File: config.mk
export PLATFORM = sky130hd
export DESIGN_NAME = signed_binary_to_decimal_ascii
export DESIGN_NICKNAME = d
export VERILOG_FILES = /design/src/sbda_pkg.sv /design/src/signed_binary_to_decimal_ascii.sv /design/src/sbda_front.sv /design/src/sbda_conv.sv /design/src/sbda_emit.sv
export VERILOG_INCLUDE_DIRS = /design/src /design/src/src
export SDC_FILE = /design/constraint.sdc
export NUM_CORES = 1
export LEC_CHECK = 0
export BUFFER_PORTS_ARGS = -buffer_cell sky130_fd_sc_hd__buf_4
export CORE_UTILIZATION = 60
export DETAILED_ROUTE_END_ITERATION = 8
export PLACE_DENSITY = 0.77
export SLEW_MARGIN = 20
export SYNTH_ARGS = -nofsm -noshare
export SYNTH_HDL_FRONTEND = slang
export SYNTH_HIERARCHICAL = 1
export SYNTH_SLANG_ARGS = --single-unit
File: constraint.sdc
create_clock -name clk_i -period 6.7 [get_ports clk_i]
set_clock_uncertainty 0.05 [all_clocks]
set_input_delay 0.335 -clock clk_i [delete_from_list [all_inputs] [get_ports clk_i]]
set_output_delay 0.335 -clock clk_i [all_outputs]
set_load 0.1 [all_outputs]
File: src/signed_binary_to_decimal_ascii_assert.svh
// ----------------------------------------------------------------------------
// Assertion macros for signed_binary_to_decimal_ascii
// Concurrent checks clocked on clk_i and disabled while rst_ni is low.
// ----------------------------------------------------------------------------
`ifndef SIGNED_BINARY_TO_DECIMAL_ASCII_ASSERT_SVH
`define SIGNED_BINARY_TO_DECIMAL_ASCII_ASSERT_SVH

`ifndef NO_ASSERTIONS
// The property must hold at every clock edge outside reset.
`define SBDA_ASSERT(lbl, prop, msg) \
  lbl: assert property (@(posedge clk_i) disable iff (!rst_ni) prop) else $error(msg);
// The condition must never be seen at a clock edge outside reset.
`define SBDA_ASSERT_NEVER(lbl, cond, msg) \
  lbl: assert property (@(posedge clk_i) disable iff (!rst_ni) !(cond)) else $error(msg);
`else
`define SBDA_ASSERT(lbl, prop, msg)
`define SBDA_ASSERT_NEVER(lbl, cond, msg)
`endif

`endif

File: src/sbda_pkg.sv
`timescale 1ns / 1ps
// ----------------------------------------------------------------------------
// sbda_pkg
// Shared constants, types and helper functions of the decimal text converter.
// ----------------------------------------------------------------------------
package sbda_pkg;

  localparam int ValueW      = 64;
  localparam int DigitW      = 4;
  localparam int NumDigits   = 20;
  localparam int BcdW        = NumDigits * DigitW;
  localparam int DigitIdxW   = $clog2(NumDigits);
  localparam int BitsPerStep = 4;
  localparam int StepCnt     = ValueW / BitsPerStep;
  localparam int StepCntW    = $clog2(StepCnt);
  localparam int CharW       = 7;
  localparam int QDepth      = 2;
  localparam int QPtrW       = $clog2(QDepth);
  localparam int QCntW       = $clog2(QDepth + 1);

  localparam logic [CharW-1:0]  CHAR_ZERO  = 7'd48;
  localparam logic [CharW-1:0]  CHAR_MINUS = 7'd45;
  localparam logic [DigitW-1:0] DIGIT_MAX  = 4'd9;

  typedef logic [NumDigits-1:0][DigitW-1:0] bcd_t;

  // One number after classification: sign and unsigned magnitude.
  typedef struct packed {
    logic              neg;
    logic [ValueW-1:0] mag;
  } item_t;

  // One number after conversion, ready to be spelt out.
  typedef struct packed {
    logic neg;
    bcd_t bcd;
  } conv_res_t;

  // One shift-and-add-three step of binary to BCD conversion.
  function automatic bcd_t dabble_step(input bcd_t bcd, input logic bit_in);
    bcd_t            adj;
    logic [BcdW-1:0] flat;
    adj = bcd;
    for (int d = 0; d < NumDigits; d++) begin
      if (adj[d] >= DigitW'(5)) begin
        adj[d] = adj[d] + DigitW'(3);
      end
    end
    flat = adj;
    return bcd_t'({flat[BcdW-2:0], bit_in});
  endfunction

  // Position of the most significant non-zero digit; zero for a zero value.
  function automatic logic [DigitIdxW-1:0] lead_index(input bcd_t bcd);
    logic [DigitIdxW-1:0] idx;
    idx = '0;
    for (int d = 0; d < NumDigits; d++) begin
      if (bcd[d] != '0) begin
        idx = DigitIdxW'(d);
      end
    end
    return idx;
  endfunction

endpackage

File: src/signed_binary_to_decimal_ascii.sv
`timescale 1ns / 1ps
// ----------------------------------------------------------------------------
// signed_binary_to_decimal_ascii
// Signed 64-bit integer to decimal ASCII text, one character per beat.
// ----------------------------------------------------------------------------
//  Channel  | Handshake         | Payload
//  ---------+-------------------+-----------------------------
//  input    | push_i / full_o   | value_i (64-bit signed)
//  result   | pop_i  / empty_o  | char_code_o (7 bits), last_o
//
// Conversion moves four magnitude bits per cycle through the shift-and-add-three
// unit, then hands the result over, then spells it out one character
// per cycle while pop_i is held: up to 20 for the most negative value.
// Conversion of the next number overlaps spelling of the current one, so a
// new number is converted while the one before it is still being spelt out.
// Reset is asynchronous and clears the queue and both state machines only.
// A stalled result side fills the two-entry queue and then raises full_o.
// ----------------------------------------------------------------------------
`include "signed_binary_to_decimal_ascii_assert.svh"

module signed_binary_to_decimal_ascii (
  input  logic                        clk_i,
  input  logic                        rst_ni,
  input  logic                        push_i,
  output logic                        full_o,
  input  logic signed [63:0]          value_i,
  output logic                        empty_o,
  input  logic                        pop_i,
  output logic [6:0]                  char_code_o,
  output logic                        last_o
);

  logic                  q_valid, q_ready;
  sbda_pkg::item_t       q_item;
  logic                  c_valid, c_ready;
  sbda_pkg::conv_res_t   c_res;

  sbda_front u_front (
    .clk_i     (clk_i),
    .rst_ni    (rst_ni),
    .push_i    (push_i),
    .full_o    (full_o),
    .value_i   (value_i),
    .q_valid_o (q_valid),
    .q_ready_i (q_ready),
    .q_item_o  (q_item)
  );

  sbda_conv u_conv (
    .clk_i       (clk_i),
    .rst_ni      (rst_ni),
    .in_valid_i  (q_valid),
    .in_ready_o  (q_ready),
    .in_item_i   (q_item),
    .out_valid_o (c_valid),
    .out_ready_i (c_ready),
    .out_res_o   (c_res)
  );

  sbda_emit u_emit (
    .clk_i       (clk_i),
    .rst_ni      (rst_ni),
    .in_valid_i  (c_valid),
    .in_ready_o  (c_ready),
    .in_res_i    (c_res),
    .empty_o     (empty_o),
    .pop_i       (pop_i),
    .char_code_o (char_code_o),
    .last_o      (last_o)
  );

  // A minus sign is never the whole text.
  `SBDA_ASSERT_NEVER(a_minus_not_last, !empty_o && (char_code_o == sbda_pkg::CHAR_MINUS) && last_o, "minus sign flagged as last character")

  // Every character is a minus sign or a decimal digit.
  `SBDA_ASSERT(a_char_range, !empty_o |-> ((char_code_o == sbda_pkg::CHAR_MINUS) || ((char_code_o >= sbda_pkg::CHAR_ZERO) && (char_code_o <= (sbda_pkg::CHAR_ZERO + 7'(sbda_pkg::DIGIT_MAX))))), "character outside sign and digits")

  // Digits follow a taken minus sign at once.
  `SBDA_ASSERT(a_digit_after_minus, (pop_i && !empty_o && (char_code_o == sbda_pkg::CHAR_MINUS)) |=> (!empty_o && (char_code_o != sbda_pkg::CHAR_MINUS)), "no digit after minus sign")

endmodule

File: src/sbda_front.sv
`timescale 1ns / 1ps
// ----------------------------------------------------------------------------
// sbda_front
// Accepts numbers, splits them into sign and magnitude and queues them.
// ----------------------------------------------------------------------------
module sbda_front (
  input  logic                       clk_i,
  input  logic                       rst_ni,
  input  logic                       push_i,
  output logic                       full_o,
  input  logic [sbda_pkg::ValueW-1:0] value_i,
  output logic                       q_valid_o,
  input  logic                       q_ready_i,
  output sbda_pkg::item_t            q_item_o
);

  sbda_pkg::item_t                   mem_q [sbda_pkg::QDepth];
  logic [sbda_pkg::QPtrW-1:0]        wr_ptr_q, wr_ptr_d;
  logic [sbda_pkg::QPtrW-1:0]        rd_ptr_q, rd_ptr_d;
  logic [sbda_pkg::QCntW-1:0]        cnt_q, cnt_d;
  logic                              wr_en, rd_en;
  sbda_pkg::item_t                   new_item;

  assign full_o    = (cnt_q == sbda_pkg::QCntW'(sbda_pkg::QDepth));
  assign q_valid_o = (cnt_q != '0);
  assign q_item_o  = mem_q[rd_ptr_q];
  assign wr_en     = push_i && !full_o;
  assign rd_en     = q_valid_o && q_ready_i;

  // The most negative value negates onto itself, which read unsigned is its magnitude.
  assign new_item.neg = value_i[sbda_pkg::ValueW-1];
  assign new_item.mag = value_i[sbda_pkg::ValueW-1] ? (~value_i + 1'b1) : value_i;

  always_comb begin
    wr_ptr_d = wr_ptr_q;
    rd_ptr_d = rd_ptr_q;
    cnt_d    = cnt_q;
    if (wr_en) begin
      wr_ptr_d = (wr_ptr_q == sbda_pkg::QPtrW'(sbda_pkg::QDepth - 1)) ? '0 : wr_ptr_q + 1'b1;
    end
    if (rd_en) begin
      rd_ptr_d = (rd_ptr_q == sbda_pkg::QPtrW'(sbda_pkg::QDepth - 1)) ? '0 : rd_ptr_q + 1'b1;
    end
    if (wr_en && !rd_en) begin
      cnt_d = cnt_q + 1'b1;
    end else if (rd_en && !wr_en) begin
      cnt_d = cnt_q - 1'b1;
    end
  end

  always_ff @(posedge clk_i or negedge rst_ni) begin
    if (!rst_ni) begin
      wr_ptr_q <= '0;
      rd_ptr_q <= '0;
      cnt_q    <= '0;
    end else begin
      wr_ptr_q <= wr_ptr_d;
      rd_ptr_q <= rd_ptr_d;
      cnt_q    <= cnt_d;
    end
  end

  always_ff @(posedge clk_i) begin
    if (wr_en) begin
      mem_q[wr_ptr_q] <= new_item;
    end
  end

endmodule

File: src/sbda_conv.sv
`timescale 1ns / 1ps
// ----------------------------------------------------------------------------
// sbda_conv
// Binary to BCD converter, shift-and-add-three, BitsPerStep bits per cycle.
// ----------------------------------------------------------------------------
module sbda_conv (
  input  logic                  clk_i,
  input  logic                  rst_ni,
  input  logic                  in_valid_i,
  output logic                  in_ready_o,
  input  sbda_pkg::item_t       in_item_i,
  output logic                  out_valid_o,
  input  logic                  out_ready_i,
  output sbda_pkg::conv_res_t   out_res_o
);

  typedef enum logic [2:0] {
    CONV_IDLE = 3'b001,
    CONV_RUN  = 3'b010,
    CONV_DONE = 3'b100
  } conv_state_e;

  conv_state_e                      state_q, state_d;
  logic [sbda_pkg::StepCntW-1:0]    cnt_q, cnt_d;
  logic [sbda_pkg::ValueW-1:0]      shift_q, shift_d;
  sbda_pkg::bcd_t                   bcd_q, bcd_d;
  logic                             neg_q, neg_d;
  sbda_pkg::bcd_t                   bcd_step;
  logic [sbda_pkg::ValueW-1:0]      shift_step;

  assign in_ready_o      = (state_q == CONV_IDLE);
  assign out_valid_o     = (state_q == CONV_DONE);
  assign out_res_o.neg   = neg_q;
  assign out_res_o.bcd   = bcd_q;

  // Each cycle moves BitsPerStep magnitude bits, most significant first, into the BCD word.
  always_comb begin
    bcd_step   = bcd_q;
    shift_step = shift_q;
    for (int s = 0; s < sbda_pkg::BitsPerStep; s++) begin
      bcd_step   = sbda_pkg::dabble_step(bcd_step, shift_step[sbda_pkg::ValueW-1]);
      shift_step = {shift_step[sbda_pkg::ValueW-2:0], 1'b0};
    end
  end

  always_comb begin
    state_d = state_q;
    cnt_d   = cnt_q;
    shift_d = shift_q;
    bcd_d   = bcd_q;
    neg_d   = neg_q;
    case (state_q)
      CONV_IDLE: begin
        if (in_valid_i) begin
          state_d = CONV_RUN;
          cnt_d   = '0;
          shift_d = in_item_i.mag;
          bcd_d   = '0;
          neg_d   = in_item_i.neg;
        end
      end
      CONV_RUN: begin
        shift_d = shift_step;
        bcd_d   = bcd_step;
        cnt_d   = cnt_q + 1'b1;
        if (cnt_q == sbda_pkg::StepCntW'(sbda_pkg::StepCnt - 1)) begin
          state_d = CONV_DONE;
        end
      end
      CONV_DONE: begin
        if (out_ready_i) begin
          state_d = CONV_IDLE;
        end
      end
      default: begin
        state_d = CONV_IDLE;
      end
    endcase
  end

  always_ff @(posedge clk_i or negedge rst_ni) begin
    if (!rst_ni) begin
      state_q <= CONV_IDLE;
      cnt_q   <= '0;
    end else begin
      state_q <= state_d;
      cnt_q   <= cnt_d;
    end
  end

  always_ff @(posedge clk_i) begin
    shift_q <= shift_d;
    bcd_q   <= bcd_d;
    neg_q   <= neg_d;
  end

endmodule

File: src/sbda_emit.sv
`timescale 1ns / 1ps
// ----------------------------------------------------------------------------
// sbda_emit
// Spells out one converted number as ASCII characters, one per beat.
// ----------------------------------------------------------------------------
module sbda_emit (
  input  logic                       clk_i,
  input  logic                       rst_ni,
  input  logic                       in_valid_i,
  output logic                       in_ready_o,
  input  sbda_pkg::conv_res_t        in_res_i,
  output logic                       empty_o,
  input  logic                       pop_i,
  output logic [sbda_pkg::CharW-1:0] char_code_o,
  output logic                       last_o
);

  typedef enum logic [2:0] {
    EMIT_IDLE  = 3'b001,
    EMIT_SIGN  = 3'b010,
    EMIT_DIGIT = 3'b100
  } emit_state_e;

  emit_state_e                       state_q, state_d;
  logic [sbda_pkg::DigitIdxW-1:0]    idx_q, idx_d;
  sbda_pkg::bcd_t                    bcd_q, bcd_d;
  logic                              beat;

  assign in_ready_o = (state_q == EMIT_IDLE);
  assign empty_o    = (state_q == EMIT_IDLE);
  assign beat       = pop_i && !empty_o;

  assign char_code_o = (state_q == EMIT_SIGN) ? sbda_pkg::CHAR_MINUS
                     : sbda_pkg::CHAR_ZERO + {{(sbda_pkg::CharW - sbda_pkg::DigitW){1'b0}},
                                              bcd_q[idx_q]};
  assign last_o      = (state_q == EMIT_DIGIT) && (idx_q == '0);

  always_comb begin
    state_d = state_q;
    idx_d   = idx_q;
    bcd_d   = bcd_q;
    case (state_q)
      EMIT_IDLE: begin
        if (in_valid_i) begin
          // Leading zeros are skipped by starting at the top non-zero digit.
          state_d = in_res_i.neg ? EMIT_SIGN : EMIT_DIGIT;
          idx_d   = sbda_pkg::lead_index(in_res_i.bcd);
          bcd_d   = in_res_i.bcd;
        end
      end
      EMIT_SIGN: begin
        if (beat) begin
          state_d = EMIT_DIGIT;
        end
      end
      EMIT_DIGIT: begin
        if (beat) begin
          if (idx_q == '0) begin
            state_d = EMIT_IDLE;
          end else begin
            idx_d = idx_q - 1'b1;
          end
        end
      end
      default: begin
        state_d = EMIT_IDLE;
      end
    endcase
  end

  always_ff @(posedge clk_i or negedge rst_ni) begin
    if (!rst_ni) begin
      state_q <= EMIT_IDLE;
      idx_q   <= '0;
    end else begin
      state_q <= state_d;
      idx_q   <= idx_d;
    end
  end

  always_ff @(posedge clk_i) begin
    bcd_q <= bcd_d;
  end

endmodule

==> flow_summary.json <==
{
  "critPathLaunchType": "flop",
  "floorplan.initialDensity_pct": 61.4,
  "startpoint": "u_conv/out_res_o[48]",
  "die_h_um": 213,
  "grt_max_degree": 82,
  "dr.pass1.iters": 6,
  "drv_slew": 0,
  "cp_max_fo": 12,
  "cp_cell_sequence": "inv_1, ha_1, nand2b_1, a21oi_2, mux2i_1, a21oi_2, xnor2_1, inv_1, ha_1, o211ai_1, o311ai_0, a31oi_1, nand3_1, or2_0, a21oi_1",
  "syn_avg_cell_area_um2": 9.77,
  "slowest_stage": "mux2i_1",
  "final_cells": 3360,
  "synthCells": 2738,
  "tightest_slew_ns": 1.08,
  "place_congestion": 0.966,
  "hold_viol_final": 0,
  "grt_pass1_wl_um": 101000,
  "fin_area_um2": 28900,
  "dp_hpwl_um": 43400,
  "drc": 0,
  "finalCriticalPeriod_ns": 4.76,
  "status": "finished clean",
  "min_period_over_period_pct": 71.1,
  "maxCapViolCount": 0,
  "ys_seq_area_share_pct": 41.6,
  "synthFlopType": "edfxtp_1",
  "vias": 22000,
  "critPathCaptureType": "flop",
  "antenna_found_initial": 0,
  "syn_nets": 2873,
  "yosys-mux-area-fraction_pct": 8.11,
  "finalSetupViolations": 0,
  "drt_wl_total_um": 62900,
  "dieWidth_um": 213,
  "final_nets": 2881,
  "wl_per_cell_um": 18.7,
  "synth_top_family_by_area": "compound AO/OA/AOI/OAI gates",
  "cts_buffers": 41,
  "post_cts_resize_count": 0,
  "ant_nets": 0,
  "clk_pin_slew_ns": 0.06,
  "critical_path_class": "flop to flop",
  "dr.first_iter.drc_count": 2078,
  "wl_met3_um": 3840,
  "min_from": "value_i[14]",
  "numPortBuffers": 75,
  "num_rows": 76,
  "place_inst": 3286,
  "ios": 78,
  "cts_tree": "built",
  "via_per_inst": 6.53,
  "dpl_cell_area_um2": 27600,
  "drive_above_1_share_pct": 13.8,
  "slowest_delay_ns": 0.82,
  "yosysWarnings": 6,
  "antenna_cells": 0,
  "htree_levels": 2,
  "first_global_vias": 20700,
  "syn_area_um2": 26700,
  "wl_met2_um": 30500,
  "dieArea_um2": 45400,
  "cts.sinks": 374,
  "synth-edff-count": 355,
  "rsz0062_at_grt": "no",
  "worst_path_dominant_cell_family": "compound AO/OA/AOI/OAI gates",
  "synth-compound-area-share_pct": 20.5,
  "max_freq_mhz": 210,
  "critPathRequiredTime_ns": 7.03,
  "grt_usage_pct": 27.4,
  "reg2reg_from": "u_conv/out_res_o[48]",
  "synthSimpleGateAreaFrac_pct": 18.8,
  "overflow": 0,
  "critPathArrivalTime_ns": 5.09,
  "drt-met1-wl_um": 26800,
  "min_path_type": "input port to flop",
  "relSlewSlack_pct": 27.6,
  "postSynth.asyncResetShare_pct": 5.08,
  "clk_latency_ns": 0.56,
  "area_delta_synth_final_pct": 8.13,
  "synthXorXnorAreaFrac_pct": 4.01,
  "core_um2": 43600,
  "clk_root_buffer_cell": "clkbuf_16",
  "synth_cell_type_count": 124,
  "max-clock-path-buffers": 3,
  "yosys.area_share.adder_pct": 3.71,
  "path_buf_inv": 2,
  "finalSetupTns_ns": 0,
  "ys_seq_elements": 374,
  "highest_layer": "met4"
}
==> path summary, 6_finish.rpt <==
path / endpoint / slack (ns) / cells after the start
max: u_conv/out_res_o[53] / 1.94 / 15
min: u_front/mem_q[0][14] / 0.07 / 2
max reg2reg: u_conv/out_res_o[53] / 1.94 / 15
min reg2reg: u_front/cnt_q[1] / 0.44 / 1
max in group asynchronous: u_emit/state_q[0] / 6.18 / 2
min in group asynchronous: u_conv/cnt_q[3] / 0.14 / 2
==> sequential cells by signal (all words and copies together), names as in the netlist <==
register,count
u_conv/cnt_q,4
u_conv/neg_q,1
u_conv/out_res_o,80
u_conv/shift_q,64
u_conv/state_q,3
u_emit/bcd_q,80
u_emit/idx_q,5
u_emit/state_q,3
u_front/cnt_q,2
u_front/mem_q,130
u_front/rd_ptr_q,1
u_front/wr_ptr_q,1
==> timing repair <==
action                                 in CTS  in global routing
hold buffers                                2                  0
buffers inserted                            0                  0
endpoints found under the hold margin      21                  0
==> cells in the mapped netlist, drive strengths merged (17+ instances only) <==
cell	instances	area share (%)
inv	82	1.2
edfxtp	355	40
clkbuf	85	1.2
a221oi	18	0.81
a211oi	45	1.3
mux2	93	4.0
nor2	151	2.1
or2	31	0.74
o21ai	165	3.1
ha	67	3.1
mux4	20	1.9
o21a	18	0.51
nand4	21	0.49
and3	18	0.44
xnor2	102	3.8
o31ai	36	1.1
mux2i	60	2.3
or4	32	0.90
nand3	74	1.4
a21oi	165	3.7
nor3	83	1.6
nor4	32	0.88
buf	37	0.83
dfrtp	17	1.6
a21o	27	0.76
a31oi	39	0.94
nand2b	43	1.0
and2	34	0.81
o22ai	20	0.47
nor3b	19	0.57
nand2	421	5.9
o211ai	36	1.0
or3	38	0.89
o41ai	20	0.77
==> metrics by stage <==
step / hold WS (ns) / utilization (%) / setup slack, ns
after floorplan: -0.0106 / - / 1.93
after global placement: 0.181 / 63.4 / 2.21
after detailed placement: 0.188 / 63.4 / 2.09
after CTS: 0.0419 / 66.4 / 2.07
after global routing: 0.0563 / 66.4 / 1.63
final: 0.0667 / 66.4 / 1.94
==> cells by family (layout without fill, tap and decap cells) <==
| kind of cell | after synthesis | after routing |
|---|---|---|
| and+or+nand+nor | 1032 | 1032 |
| adders and majority gates | 82 | 82 |
| buffers and inverters | 206 | 243 |
| AOI/OAI and AO/OA | 762 | 762 |
| muxes | 173 | 173 |
| xor gates and xnor gates | 107 | 107 |
| DFF | 374 | 374 |
| other | 2 | 2 |
==> worst register-to-register path, delay by kind of cell (launching register included) <==
kind                       cells  cell delay, ns
AOI/OAI and AO/OA              6            1.36
xor gates and xnor gates       1            0.42
adders and majority gates      2            0.61
buffers and inverters          2            0.36
DFF                            1            0.49
muxes                          1            0.82
and+or+nand+nor                3            0.49
==> area by class of cell <==
type | count | area, µm²
fillers | 3402 | 14600
well taps | 585 | 732
flip-flops and latches | 374 | 11100
multi-input cells | 2158 | 14800
clock buffers | 50 | 1070
inverters | 84 | 315
repair buffers | 87 | 662
clock inverters | 22 | 223
==> routing by layer <==
layer | track usage [%] | vias to the layer above
li1 | - | 10500
met1 | 35.7 | 10500
met2 | 47.3 | 800
met3 | 3.04 | 120
met4 | 9.70 | 0
met5 | 0 | -
==> layout by cell type, fill, tap and decap left out, types with 32 or more instances in the layout <==
cell and n:
a211oi_1 42, a21oi_1 143, a31oi_1 38, buf_4 84, clkbuf_16 41, edfxtp_1 355
ha_1 67, inv_1 73, mux2_2 89, mux2i_1 56, nand2_1 419, nand2b_1 42
nand3_1 73, nor2_1 149, nor3_1 83, o211ai_1 34, o21ai_0 138, or3_1 38
or4_1 32, xnor2_1 88
Power is left out: the tool's default activity adds up to more than one toggle a clock period on the data nets, which glitch-free logic cannot reach.
